===== src/hdl/tile_pixel_fetcher_assert.svh =====
// assertion helpers shared by the fetcher modules
`ifndef TILE_PIXEL_FETCHER_ASSERT_SVH
`define TILE_PIXEL_FETCHER_ASSERT_SVH

// same-cycle implication, checked out of reset
`define TPF_ASSERT_IMP(lbl, ante, cons) \
	lbl: assert property (@(posedge clk) disable iff (!arst_n) (ante) |-> (cons)) \
		else $error("tile fetcher check failed");

// next-cycle implication, checked out of reset
`define TPF_ASSERT_NXT(lbl, ante, cons) \
	lbl: assert property (@(posedge clk) disable iff (!arst_n) (ante) |=> (cons)) \
		else $error("tile fetcher check failed");

`endif


===== src/hdl/tpf_pkg.sv =====
package tpf_pkg;

	localparam int VRAM_DEPTH  = 8192;
	localparam int VRAM_AW     = $clog2(VRAM_DEPTH);
	localparam int FIFO_DEPTH  = 16;
	localparam int QUEUE_DEPTH = 2;
	localparam int QPTR_W      = $clog2(QUEUE_DEPTH);

	localparam logic [4:0] PUSH_LEVEL = 5'(FIFO_DEPTH / 2);
	localparam logic [3:0] PIX_COUNT  = 4'd8;

	// register indexes of the configuration port
	localparam logic [2:0] CFG_BG_MAP      = 3'd0;
	localparam logic [2:0] CFG_WIN_MAP     = 3'd1;
	localparam logic [2:0] CFG_DATA_UNSIGN = 3'd2;
	localparam logic [2:0] CFG_SCROLL_X    = 3'd3;
	localparam logic [2:0] CFG_SCROLL_Y    = 3'd4;
	localparam logic [2:0] CFG_WINDOW_Y    = 3'd5;
	localparam logic [2:0] CFG_SPRITE_MODE = 3'd6;

	typedef enum logic [1:0] {
		OP_FETCH,
		OP_WRITE,
		OP_RESTART,
		OP_WINDOW
	} op_t;

	typedef enum logic [1:0] {
		PH_GET,
		PH_LOW,
		PH_HIGH,
		PH_SLEEP
	} phase_t;

	typedef struct packed {
		logic       bg_map_select;
		logic       window_map_select;
		logic       tile_data_unsigned;
		logic [7:0] scroll_x;
		logic [7:0] scroll_y;
		logic [7:0] window_y;
		logic       sprite_mode;
	} cfg_t;

	// one tile row handed from front to back
	typedef struct packed {
		logic [7:0] plane_low;
		logic [7:0] plane_high;
		logic [3:0] start;
		logic       xflip;
		logic       palette;
		logic       behind;
	} push_t;

	typedef struct packed {
		op_t              op;
		logic [7:0]       line_y;
		logic [4:0]       fifo_count;
		logic [7:0]       sprite_y;
		logic [7:0]       sprite_x;
		logic [7:0]       sprite_tile;
		logic [7:0]       sprite_flags;
		logic [VRAM_AW-1:0] write_addr;
		logic [7:0]       write_data;
	} in_item_t;

	// decisions made in stage 1, applied in stage 2
	typedef struct packed {
		op_t              op;
		phase_t           phase;
		phase_t           next_phase;
		logic             push;
		logic             emit;
		logic [2:0]       fine;
		logic [VRAM_AW-1:0] sprite_addr;
		logic [3:0]       start;
		logic             xflip;
		logic             palette;
		logic             behind;
	} ctl_t;

endpackage


===== src/hdl/tpf_queue.sv =====
module tpf_queue import tpf_pkg::*; (
	input  logic  clk,
	input  logic  arst_n,
	input  logic  wr_valid,
	output logic  wr_ready,
	input  push_t wr_data,
	output logic  rd_valid,
	input  logic  rd_ready,
	output push_t rd_data
);

	push_t             mem_q [QUEUE_DEPTH];
	logic [QPTR_W-1:0] wr_ptr_q;
	logic [QPTR_W-1:0] rd_ptr_q;
	logic [QPTR_W:0]   count_q;
	logic              do_wr;
	logic              do_rd;

	assign wr_ready = (count_q != (QPTR_W + 1)'(QUEUE_DEPTH));
	assign rd_valid = (count_q != '0);
	assign rd_data  = mem_q[rd_ptr_q];
	assign do_wr    = wr_valid && wr_ready;
	assign do_rd    = rd_valid && rd_ready;

	always_ff @(posedge clk) begin
		if (do_wr) begin
			mem_q[wr_ptr_q] <= wr_data;
		end
	end

	always_ff @(posedge clk or negedge arst_n) begin
		if (!arst_n) begin
			wr_ptr_q <= '0;
			rd_ptr_q <= '0;
			count_q  <= '0;
		end else begin
			if (do_wr) begin
				wr_ptr_q <= wr_ptr_q + 1'b1;
			end
			if (do_rd) begin
				rd_ptr_q <= rd_ptr_q + 1'b1;
			end
			unique case ({do_wr, do_rd})
				2'b10:   count_q <= count_q + 1'b1;
				2'b01:   count_q <= count_q - 1'b1;
				default: count_q <= count_q;
			endcase
		end
	end

endmodule


===== config.mk =====
export PLATFORM = sky130hd
export DESIGN_NAME = tpf_queue
export DESIGN_NICKNAME = d
export VERILOG_FILES = /design/src/hdl/tile_pixel_fetcher_assert.svh /design/src/hdl/tpf_pkg.sv /design/src/hdl/tpf_queue.sv
export SDC_FILE = /design/constraint.sdc
export NUM_CORES = 1
export LEC_CHECK = 0
export ABC_AREA = 1
export BUFFER_PORTS_ARGS = -buffer_cell sky130_fd_sc_hd__buf_2
export CORE_MARGIN = 3
export CORE_UTILIZATION = 35
export CTS_CLUSTER_DIAMETER = 50
export DETAILED_ROUTE_END_ITERATION = 8
export GPL_TIMING_DRIVEN = 0
export SYNTH_ARGS = -nofsm -noshare
export SYNTH_HDL_FRONTEND = slang
export SYNTH_SLANG_ARGS = --single-unit

===== constraint.sdc =====
create_clock -name clk -period 2.7 [get_ports clk]
set_clock_uncertainty 0.05 [all_clocks]
set_input_delay 0.27 -clock clk [delete_from_list [all_inputs] [get_ports clk]]
set_output_delay 0.27 -clock clk [all_outputs]
set_load 0.05 [all_outputs]

==> summary.txt <==
Power and ir drop
  • Power Total: 3.05 mW
  • Sw Share: 47.2%
  • P per Cell Area: 1270 mW/mm^2
  • LEAKAGE: 1.06 nW
  • Sequential share of power: 36.7%
  • Worst vdd ir: 0.679 mV
  • Comb power frac: 50.6%
  • P_sw: 1.44 mW
  • Clock network fraction of total power: 12.7%
  • Power Internal: 1.61 mW

Final layout
  • Ant. Diodes: 0
  • # fillers: 472
  • Layout area overhead: 23.7%
  • Share of cells above drive strength 1: 32.9%
  • Most common cell after layout, fill and taps aside: nand2_1
  • Most frequent cells in the layout: nand2_1 (76), buf_2 (51), edfxtp_1 (46)
  • Number of nets in the layout: 238

Worst hold path
  • Worst min path class: input port to flop

Route
  • Final ANT Viol Nets: 0
  • DRT Pass-1 Iters: 4
  • Vias: 1192
  • WL/cell: 12.1 um
  • 1st-iter DRT viols: 32
  • Via/cell ratio: 4.26
  • DRC viols: 0
  • Drt total wl: 3400 um

Worst setup path
  • Worst path buffer plus inverter count: 4
  • CP max-delay cell: dfrtp_1
  • Worst setup path endpoint: rd_data[6]
  • R2R setup slack: 1050 ps
  • Worst r2r src: count_q[0]
  • Crit path cell chain: buf_6 > inv_4 > buf_6 > nand2_1 > nand2_1 > buf_2
  • CP Max Fanout: 10
  • Critical path data arrival time: 1420 ps
  • Top cell family by delay on the critical path: buffers and inverters
  • Reg2reg end: mem_q[0][15]
  • CP peak stage delay: 380 ps
  • Critical path type: flop to output pin
  • Startpoint types: flop
  • Worst setup path start: rd_ptr_q
  • Reg2Reg Depth: 5
  • CP endpoint kind: output pin
  • Critical Path RT: 2380 ps
  • Worst path depth: 6

Global route
  • Tot GR Track Use: 11.6%
  • Gr busiest metal: met2
  • Grt ovf: 0
  • First-pass GRT wire length: 5510 um
  • Met1 Usage GRT: 13.6%
  • Initial antenna violation count: 0
  • Largest net degree at the start of global routing: 25
  • GR Layer Usage met2: 19.5%
  • Vias in the first global route: 1147
  • GRT met3 Usage: 3.59%

Place
  • Final HPWL DP: 2420 um
  • Gpl congestion: 0.730
  • Pre-CTS WS: 1020 ps
  • Count of input and output buffers: 51

Timing
  • RSZ-0062 raised after global routing: no
  • Tmin final: 1740 ps
  • Fmax: 575 MHz
  • Worst Slack Setup Final: 960 ps
  • Tcrit/Tclk final: 64.5%
  • Fin. Hold Viols: 0
  • # setup viols final: 0
  • Worst-Margin Slew: 710 ps
  • Max-slew headroom: 52.6%
  • Max-slew violations: 0
  • Setup TNS Final: 0 ps
  • Fin Hold WS: 113 ps

Run
  • Max Cap Viol: 0

Yosys
  • Flops & latches, synth: 50
  • Post-synth top area cell: edfxtp_1
  • Seq/Total Area, Yosys: 76.6%
  • Mapped Nets: 178
  • Syn Inst Count: 150
  • Post-synthesis cell area: 0.00193 sq mm
  • Avg Cell Area, Syn: 12.9 sq um
  • Distinct cells, synth: 17
  • Ys Warns: 0
  • Synth area leaders: edfxtp_1 (71%), nand2_1 (15%), dfrtp_1 (5.2%), buf_6 (1.7%), nand2_4 (1.2%)
  • Share of the synthesized area in the top cell type: 71.4%

Floorplanning
  • Die area: 0.00645 sq mm
  • Die height: 80.3 um
  • I/O pin total: 52
  • Rows: 26
  • Die X: 80.3 um
  • CORE AREA: 0.00524 sq mm
  • Initial Util: 36.9%

CTS
  • Clk slew on worst S/H paths: 80 ps
  • CTS tree: yes
  • CTS root buf: clkbuf_8
  • CTS Buf Count: 5
  • CTS Buffer Depth: 2
  • Clock tree sinks: 50
  • # H-tree levels: 2
  • Post-CTS Setup Repair Bufs: 0
  • Worst-Skew Late Latency: 290 ps

Run status
  • Status: finished, final reports clean
-- state kept, by name, indices dropped and copies added, names as in the netlist --
signal,count
count_q,2
mem_q,46
wr_ptr_q,1
rd_ptr_q,1
-- worst min path at each step --
stage / endpoint / depth (start not counted) / start
after detailed placement: count_q[1] / 1 / arst_n
final: mem_q[0][8] / 1 / wr_data[8]
after CTS: mem_q[0][8] / 1 / wr_data[8]
after floorplan: count_q[0] / 0 / arst_n
after global placement: rd_ptr_q / 1 / arst_n
after global routing: mem_q[1][4] / 1 / wr_data[4]
-- final cells by class --
| type | instances | area (sq um) | share of cell area [%] |
|---|---|---|---|
| Sequential cell | 50 | 1480 | 61.9 |
| Multi-Input combinational cell | 88 | 378 | 15.8 |
| Timing Repair Buffer | 53 | 293 | 12.2 |
| Tap cell | 70 | 87.6 | 3.66 |
| Clock buffer | 7 | 76.3 | 3.19 |
| Buffer | 5 | 48.8 | 2.04 |
| Inverter | 7 | 28.8 | 1.20 |
-- cell usage after synthesis, drive strengths merged --
cell type  count
nand3          2
a21oi          1
inv            7
xnor2          1
ha             1
buf            5
edfxtp        46
nand4          1
dfrtp          4
nor2           3
nand2         79
-- through the flow --
stage	util, %	std cells	area [sq um]
final	45.7	280	2390
after global routing	45.7	280	2390
after CTS	45.7	280	2390
after detailed placement	44.1	272	2310
after global placement	43.5	271	2280
after floorplan	-	150	1930
-- per-layer routing --
metal  routed length (um)  part of all wire (%)
met3                  149                   4.4
met1                 1420                    42
met5                    0                     0
met4                   70                   2.1
met2                 1760                    52
-- power by group through the flow --
stage	registers [mW]	clock network, mW	logic (mW)
floorplan	1.13	0	1.19
global placement	1.14	0	1.53
detailed placement	1.14	0	1.57
CTS	1.12	0.405	1.57
global route	1.14	0.438	1.65
finish	1.12	0.388	1.54
-- kinds of logic (layout without fill, tap and decap cells) --
logic type | Yosys count | count (layout) | share of synthesized area, %
AO/OA/AOI/OAI | 1 | 1 | 0.258
XOR/XNOR | 1 | 1 | 0.453
adder cells (fa/ha/maj) | 1 | 1 | 0.647
buffers and inverters | 12 | 72 | 4.01
flip-flops | 50 | 50 | 76.6
AND/OR/NAND/NOR | 85 | 85 | 18.0
-- repair_timing --
action | CTS | global route
hold endpoints to repair | 4 | 0
resized for setup | 0 | 0
hold buffers | 1 | 0
Power figures use the tool's default switching activity.
