`config.mk`:
```
export PLATFORM = sky130hd
export DESIGN_NAME = tpf_back_flat
export DESIGN_NICKNAME = d
export VERILOG_FILES = /design/src/hdl/tpf_pkg.sv /design/src/hdl/tpf_if.sv /design/src/hdl/tpf_back.sv /design/src/flat_wrapper.sv
export VERILOG_INCLUDE_DIRS = /design/src /design/src/hdl
export SDC_FILE = /design/constraint.sdc
export NUM_CORES = 1
export LEC_CHECK = 0
export ABC_AREA = 1
export BUFFER_PORTS_ARGS = -buffer_cell sky130_fd_sc_hd__buf_2
export CORE_MARGIN = 4
export CORE_UTILIZATION = 55
export DETAILED_ROUTE_END_ITERATION = 7
export PLACE_DENSITY = 0.79
export SETUP_SLACK_MARGIN = 0.4
export SLEW_MARGIN = 15
export SYNTH_ARGS = -nofsm -noshare
export SYNTH_HDL_FRONTEND = slang
export SYNTH_SLANG_ARGS = --single-unit
```
`constraint.sdc`:
```
create_clock -name clk -period 2.88 [get_ports clk]
set_input_delay 0.576 -clock clk [delete_from_list [all_inputs] [get_ports clk]]
set_output_delay 0.576 -clock clk [all_outputs]
set_load 0.05 [all_outputs]
```
`src/hdl/tile_pixel_fetcher_assert.svh`:
```
// assertion helpers shared by the fetcher modules
`ifndef TILE_PIXEL_FETCHER_ASSERT_SVH
`define TILE_PIXEL_FETCHER_ASSERT_SVH

// same-cycle implication, checked out of reset
`define TPF_ASSERT_IMP(lbl, ante, cons) \
	lbl: assert property (@(posedge clk) disable iff (!arst_n) (ante) |-> (cons)) \
		else $error("tile fetcher check failed");

// next-cycle implication, checked out of reset
`define TPF_ASSERT_NXT(lbl, ante, cons) \
	lbl: assert property (@(posedge clk) disable iff (!arst_n) (ante) |=> (cons)) \
		else $error("tile fetcher check failed");

`endif

```
`src/hdl/tpf_pkg.sv`:
```
package tpf_pkg;

	localparam int VRAM_DEPTH  = 8192;
	localparam int VRAM_AW     = $clog2(VRAM_DEPTH);
	localparam int FIFO_DEPTH  = 16;
	localparam int QUEUE_DEPTH = 2;
	localparam int QPTR_W      = $clog2(QUEUE_DEPTH);

	localparam logic [4:0] PUSH_LEVEL = 5'(FIFO_DEPTH / 2);
	localparam logic [3:0] PIX_COUNT  = 4'd8;

	// register indexes of the configuration port
	localparam logic [2:0] CFG_BG_MAP      = 3'd0;
	localparam logic [2:0] CFG_WIN_MAP     = 3'd1;
	localparam logic [2:0] CFG_DATA_UNSIGN = 3'd2;
	localparam logic [2:0] CFG_SCROLL_X    = 3'd3;
	localparam logic [2:0] CFG_SCROLL_Y    = 3'd4;
	localparam logic [2:0] CFG_WINDOW_Y    = 3'd5;
	localparam logic [2:0] CFG_SPRITE_MODE = 3'd6;

	typedef enum logic [1:0] {
		OP_FETCH,
		OP_WRITE,
		OP_RESTART,
		OP_WINDOW
	} op_t;

	typedef enum logic [1:0] {
		PH_GET,
		PH_LOW,
		PH_HIGH,
		PH_SLEEP
	} phase_t;

	typedef struct packed {
		logic       bg_map_select;
		logic       window_map_select;
		logic       tile_data_unsigned;
		logic [7:0] scroll_x;
		logic [7:0] scroll_y;
		logic [7:0] window_y;
		logic       sprite_mode;
	} cfg_t;

	// one tile row handed from front to back
	typedef struct packed {
		logic [7:0] plane_low;
		logic [7:0] plane_high;
		logic [3:0] start;
		logic       xflip;
		logic       palette;
		logic       behind;
	} push_t;

	typedef struct packed {
		op_t              op;
		logic [7:0]       line_y;
		logic [4:0]       fifo_count;
		logic [7:0]       sprite_y;
		logic [7:0]       sprite_x;
		logic [7:0]       sprite_tile;
		logic [7:0]       sprite_flags;
		logic [VRAM_AW-1:0] write_addr;
		logic [7:0]       write_data;
	} in_item_t;

	// decisions made in stage 1, applied in stage 2
	typedef struct packed {
		op_t              op;
		phase_t           phase;
		phase_t           next_phase;
		logic             push;
		logic             emit;
		logic [2:0]       fine;
		logic [VRAM_AW-1:0] sprite_addr;
		logic [3:0]       start;
		logic             xflip;
		logic             palette;
		logic             behind;
	} ctl_t;

endpackage

```
`src/hdl/tpf_if.sv`:
```


interface tpf_out_if;
	logic       valid;
	logic       ready;
	logic [1:0] pixel_color;
	logic       palette_select;
	logic       behind_background;
	logic       last_pixel;

	modport source (
		output valid, pixel_color, palette_select, behind_background, last_pixel,
		input  ready
	);
	modport sink (
		input  valid, pixel_color, palette_select, behind_background, last_pixel,
		output ready
	);
endinterface

```
`src/hdl/tpf_back.sv`:
```
`include "tile_pixel_fetcher_assert.svh"

module tpf_back import tpf_pkg::*; (
	input  logic      clk,
	input  logic      arst_n,
	input  logic      q_rd_valid,
	output logic      q_rd_ready,
	input  push_t     q_rd_data,
	tpf_out_if.source pixel_out
);

	push_t      cur_q;
	logic       cur_valid_q;
	logic [2:0] idx_q;

	logic       out_valid_q;
	logic [1:0] out_color_q;
	logic       out_pal_q;
	logic       out_behind_q;
	logic       out_last_q;

	logic       load_out;
	logic       emit;
	logic       cur_done;
	logic       take;
	logic [2:0] bit_sel;

	assign load_out   = !out_valid_q || pixel_out.ready;
	assign emit       = cur_valid_q && load_out;
	assign cur_done   = emit && (idx_q == 3'd7);
	assign q_rd_ready = !cur_valid_q || cur_done;
	assign take       = q_rd_valid && q_rd_ready;

	// pixel i sits at plane bit 7-i, x flip mirrors it to bit i
	assign bit_sel = cur_q.xflip ? idx_q : ~idx_q;

	always_ff @(posedge clk) begin
		if (take) begin
			cur_q <= q_rd_data;
		end
	end

	always_ff @(posedge clk or negedge arst_n) begin
		if (!arst_n) begin
			cur_valid_q <= 1'b0;
			idx_q       <= 3'd0;
		end else if (take) begin
			cur_valid_q <= 1'b1;
			idx_q       <= q_rd_data.start[2:0];
		end else if (cur_done) begin
			cur_valid_q <= 1'b0;
		end else if (emit) begin
			idx_q <= idx_q + 1'b1;
		end
	end

	always_ff @(posedge clk or negedge arst_n) begin
		if (!arst_n) begin
			out_valid_q <= 1'b0;
		end else if (load_out) begin
			out_valid_q <= cur_valid_q;
		end
	end

	always_ff @(posedge clk) begin
		if (emit) begin
			out_color_q  <= {cur_q.plane_high[bit_sel], cur_q.plane_low[bit_sel]};
			out_pal_q    <= cur_q.palette;
			out_behind_q <= cur_q.behind;
			out_last_q   <= (idx_q == 3'd7);
		end
	end

	assign pixel_out.valid             = out_valid_q;
	assign pixel_out.pixel_color       = out_color_q;
	assign pixel_out.palette_select    = out_pal_q;
	assign pixel_out.behind_background = out_behind_q;
	assign pixel_out.last_pixel        = out_last_q;

	`TPF_ASSERT_IMP(a_idx_not_before_start, cur_valid_q, ({1'b0, idx_q} >= cur_q.start))
	`TPF_ASSERT_IMP(a_taken_row_has_pixels, take, !q_rd_data.start[3])
	`TPF_ASSERT_NXT(a_last_on_row_end, cur_done, out_valid_q && out_last_q)

endmodule

```
`src/flat_wrapper.sv`:
```
// flat-port wrapper written by rule: the top's interface ports become plain ports
module tpf_back_flat import tpf_pkg::*;
  (clk, arst_n, q_rd_valid, q_rd_ready, q_rd_data, pixel_out_valid, pixel_out_pixel_color, pixel_out_palette_select, pixel_out_behind_background, pixel_out_last_pixel, pixel_out_ready);
  tpf_out_if pixel_out_i ();
  input  logic clk;
  input  logic arst_n;
  input  logic q_rd_valid;
  output logic q_rd_ready;
  input  push_t q_rd_data;
  output wire logic [$bits(pixel_out_i.valid)-1:0] pixel_out_valid;
  output wire logic [$bits(pixel_out_i.pixel_color)-1:0] pixel_out_pixel_color;
  output wire logic [$bits(pixel_out_i.palette_select)-1:0] pixel_out_palette_select;
  output wire logic [$bits(pixel_out_i.behind_background)-1:0] pixel_out_behind_background;
  output wire logic [$bits(pixel_out_i.last_pixel)-1:0] pixel_out_last_pixel;
  input wire logic [$bits(pixel_out_i.ready)-1:0] pixel_out_ready;
  assign pixel_out_valid = pixel_out_i.valid;
  assign pixel_out_pixel_color = pixel_out_i.pixel_color;
  assign pixel_out_palette_select = pixel_out_i.palette_select;
  assign pixel_out_behind_background = pixel_out_i.behind_background;
  assign pixel_out_last_pixel = pixel_out_i.last_pixel;
  assign pixel_out_i.ready = pixel_out_ready;
  tpf_back u_core (.clk(clk), .arst_n(arst_n), .q_rd_valid(q_rd_valid), .q_rd_ready(q_rd_ready), .q_rd_data(q_rd_data), .pixel_out(pixel_out_i));
endmodule
```
==> impl_metrics.json <==
{
  "ios": 34,
  "outcome": "complete, no violations",
  "die_y_um": 57.6,
  "cts_sinks": 29,
  "crit_fanout": 6,
  "area_delta_synth_final_pct": 17.7,
  "cp-end-kind": "output pin",
  "synth_seq_cells": 29,
  "leakagePower_nw": 0.787,
  "ys.flop_type": "edfxtp_1",
  "initial_core_util": 0.595,
  "wl_um": 2190,
  "routed_via_density": 4.82,
  "startpoint_type": "flip-flop",
  "synth_top_area_cell": "edfxtp_1",
  "grt_use_total": 0.151,
  "drc": 0,
  "cellPowerDensity_nw_per_um2": 790,
  "arrival_ns": 1.75,
  "core_um2": 2280,
  "clkTransAtPathRegs_ns": 0.10,
  "p_seq_frac": 0.455,
  "rsz0062_at_grt": "false",
  "finalCritPeriodShare": 0.808,
  "cts_tree": "built",
  "io_buffer_count": 32,
  "vias": 936,
  "post_synth_main_area_contributors": "edfxtp_1 53%, dfrtp_1 9.2%, nand2_1 8.0%, inv_1 7.8%, nand3_1 7.8%",
  "path_class": "flip-flop to output pin",
  "hold_viol_final": 0,
  "vdd_ir_drop_max_uv": 427,
  "worstMarginPinSlew_ns": 0.713,
  "cts_buffers": 5,
  "yosysUniqueCellTypes": 18,
  "fillers": 182,
  "rows": 17,
  "worst_skew_pair.late_latency_ns": 0.34,
  "p_total_mw": 1.26,
  "setup_tns_ns": 0,
  "fin_skew_ns": 0.0128,
  "ys_warn_count": 0,
  "netlist_top_cells_count": "29 x nand2_1, 28 x inv_1, 24 x edfxtp_1",
  "synthArstFlopShare": 0.172,
  "grt_pass1_wl_um": 3640,
  "antenna_cells": 0,
  "htree_num_levels": 2,
  "share_comb_of_total_power": 0.356,
  "synth_cells": 127,
  "fp.dieW_um": 57.6,
  "p_sw_frac": 0.388,
  "max_freq_ghz": 0.430,
  "ys_seq_area_frac": 0.624,
  "cts_setup_buffers": 0,
  "drt_iter0_drc": 19,
  "clockBufferDepth": 2,
  "synth_enable_flop_cells": 24,
  "maxCapViolations": 0,
  "gp_congestion": 0.743,
  "netlist_area_um2": 1360,
  "setup_viol": 0,
  "yosysTopAreaCellShare": 0.532,
  "required_ns": 2.30,
  "slew_violations": 0,
  "grt_max_degree": 20,
  "synth.most_common_cell": "nand2_1",
  "syn_avg_cell_area_um2": 10.7,
  "root_buffer": "clkbuf_4",
  "fin_nets": 194,
  "grt_antenna_before_repair": 0,
  "p_int_uw": 771,
  "max_slew_margin": 0.524,
  "dr.pass1.iters": 4,
  "ant_nets": 0,
  "drive_above_1_share": 0.289,
  "die-area_um2": 3320,
  "avgRoutedWirePerCell_um": 11.3,
  "p_clk_frac": 0.189,
  "cts_hold_buf": 0,
  "grt-ovfl-total": 0,
  "syn_nets": 156,
  "hold_path_class": "input port to asynchronous set/reset pin",
  "min_period_ns": 2.33,
  "netSwitchingPower_uw": 488,
  "dp_hpwl_um": 1670,
  "grt_pass1_vias": 899
}
## flip-flops by register name, summed over array words and instances, names as in the netlist
| name | flops |
|---|---|
| u_core.cur_q | 19 |
| u_core.idx_q | 3 |
| u_core.pixel_out.pixel_color | 2 |
| u_core.cur_valid_q | 1 |
| u_core.pixel_out.behind_background | 1 |
| u_core.pixel_out.last_pixel | 1 |
| u_core.pixel_out.palette_select | 1 |
| u_core.pixel_out.valid | 1 |
## layout make-up
class	count	area [µm²]	area share
flip-flops and latches	29	847	0.531
inverters	30	115	0.0722
well taps	28	35.0	0.0220
multi-input cells	67	383	0.240
clock inverters	3	17.5	0.0110
repair buffers	32	160	0.100
clock buffers	5	37.5	0.0235
## path summary, 6_finish.rpt
check	startpoint	to	depth (start not counted)	slack (ns)
min in group clk	q_rd_data[9]	u_core.cur_q[9]	1	0.41
min reg2reg	u_core.cur_q[0]	u_core.pixel_out.behind_background	0	0.44
max reg2reg	u_core.idx_q[0]	u_core.cur_q[15]	6	0.76
max	u_core.idx_q[0]	q_rd_ready	7	0.55
max in group asynchronous	arst_n	u_core.idx_q[1]	1	2.69
min	arst_n	u_core.pixel_out.valid	1	0.04
## routing by layer
metal / GRT usage / vias up / wire (µm)
li1: - / 487 / -
met1: 0.150 / 399 / 772
met2: 0.261 / 42 / 1160
met3: 0.0512 / 8 / 200
met4: 0.109 / 0 / 59
met5: 0 / - / 0
## cells in the final DEF, fill, tap and decap left out, drive strengths merged
cell      netlist  layout
nand3          21      21
clkinvlp        0       1
edfxtp         24      24
clkbuf          0       5
nand3b          2       2
nand4           3       3
xnor2           1       1
xor2            1       1
dfrtp           5       5
o21ai           3       3
nand2          32      32
inv            30      30
a21oi           1       1
buf             1      32
clkinv          0       2
ha              2       2
a21boi          1       1
## stage by stage
step,cell area (µm²),utilization,setup slack [ns],cells,hold slack (ns)
2_1_floorplan,1360,-,0.976,127,0.280
6_report,1600,0.701,0.552,194,0.0385
5_1_grt,1600,0.701,0.445,194,0.0296
3_3_place_gp,1540,0.676,0.813,186,0.400
4_1_cts,1590,0.700,0.495,194,0.0277
3_5_place_dp,1540,0.676,0.740,186,0.406
## critical path: stages (launching register included)
cell and delay [ns]:
dfrtp_1 0.47, ha_1 0.23, ha_1 0.18, inv_1 0.05, nand2_1 0.13, nand2_1 0.10
inv_1 0.05, buf_2 0.20
## timing repair
item / in CTS / in global routing
setup endpoints to repair: 0 / 1
gates resized for setup: 0 / 1
hold endpoints to repair: 0 / 0
## logic make-up after synthesis
logic type / Yosys count / synth area share
compound gates: 5 / 0.0231
xor+xnor: 2 / 0.0268
fa+ha+maj: 2 / 0.0185
buf+inv: 31 / 0.0933
flops: 29 / 0.624
simple gates: 58 / 0.214
## power groups by stage
stage	Combinational (mW)	Clock, mW	Sequential (mW)
after floorplan	0.285	0	0.646
after global placement	0.428	0	0.580
after detailed placement	0.448	0	0.583
after CTS	0.452	0.246	0.573
after global routing	0.499	0.267	0.581
final	0.449	0.238	0.573
Note: power is estimated with default switching activity, not from simulation.
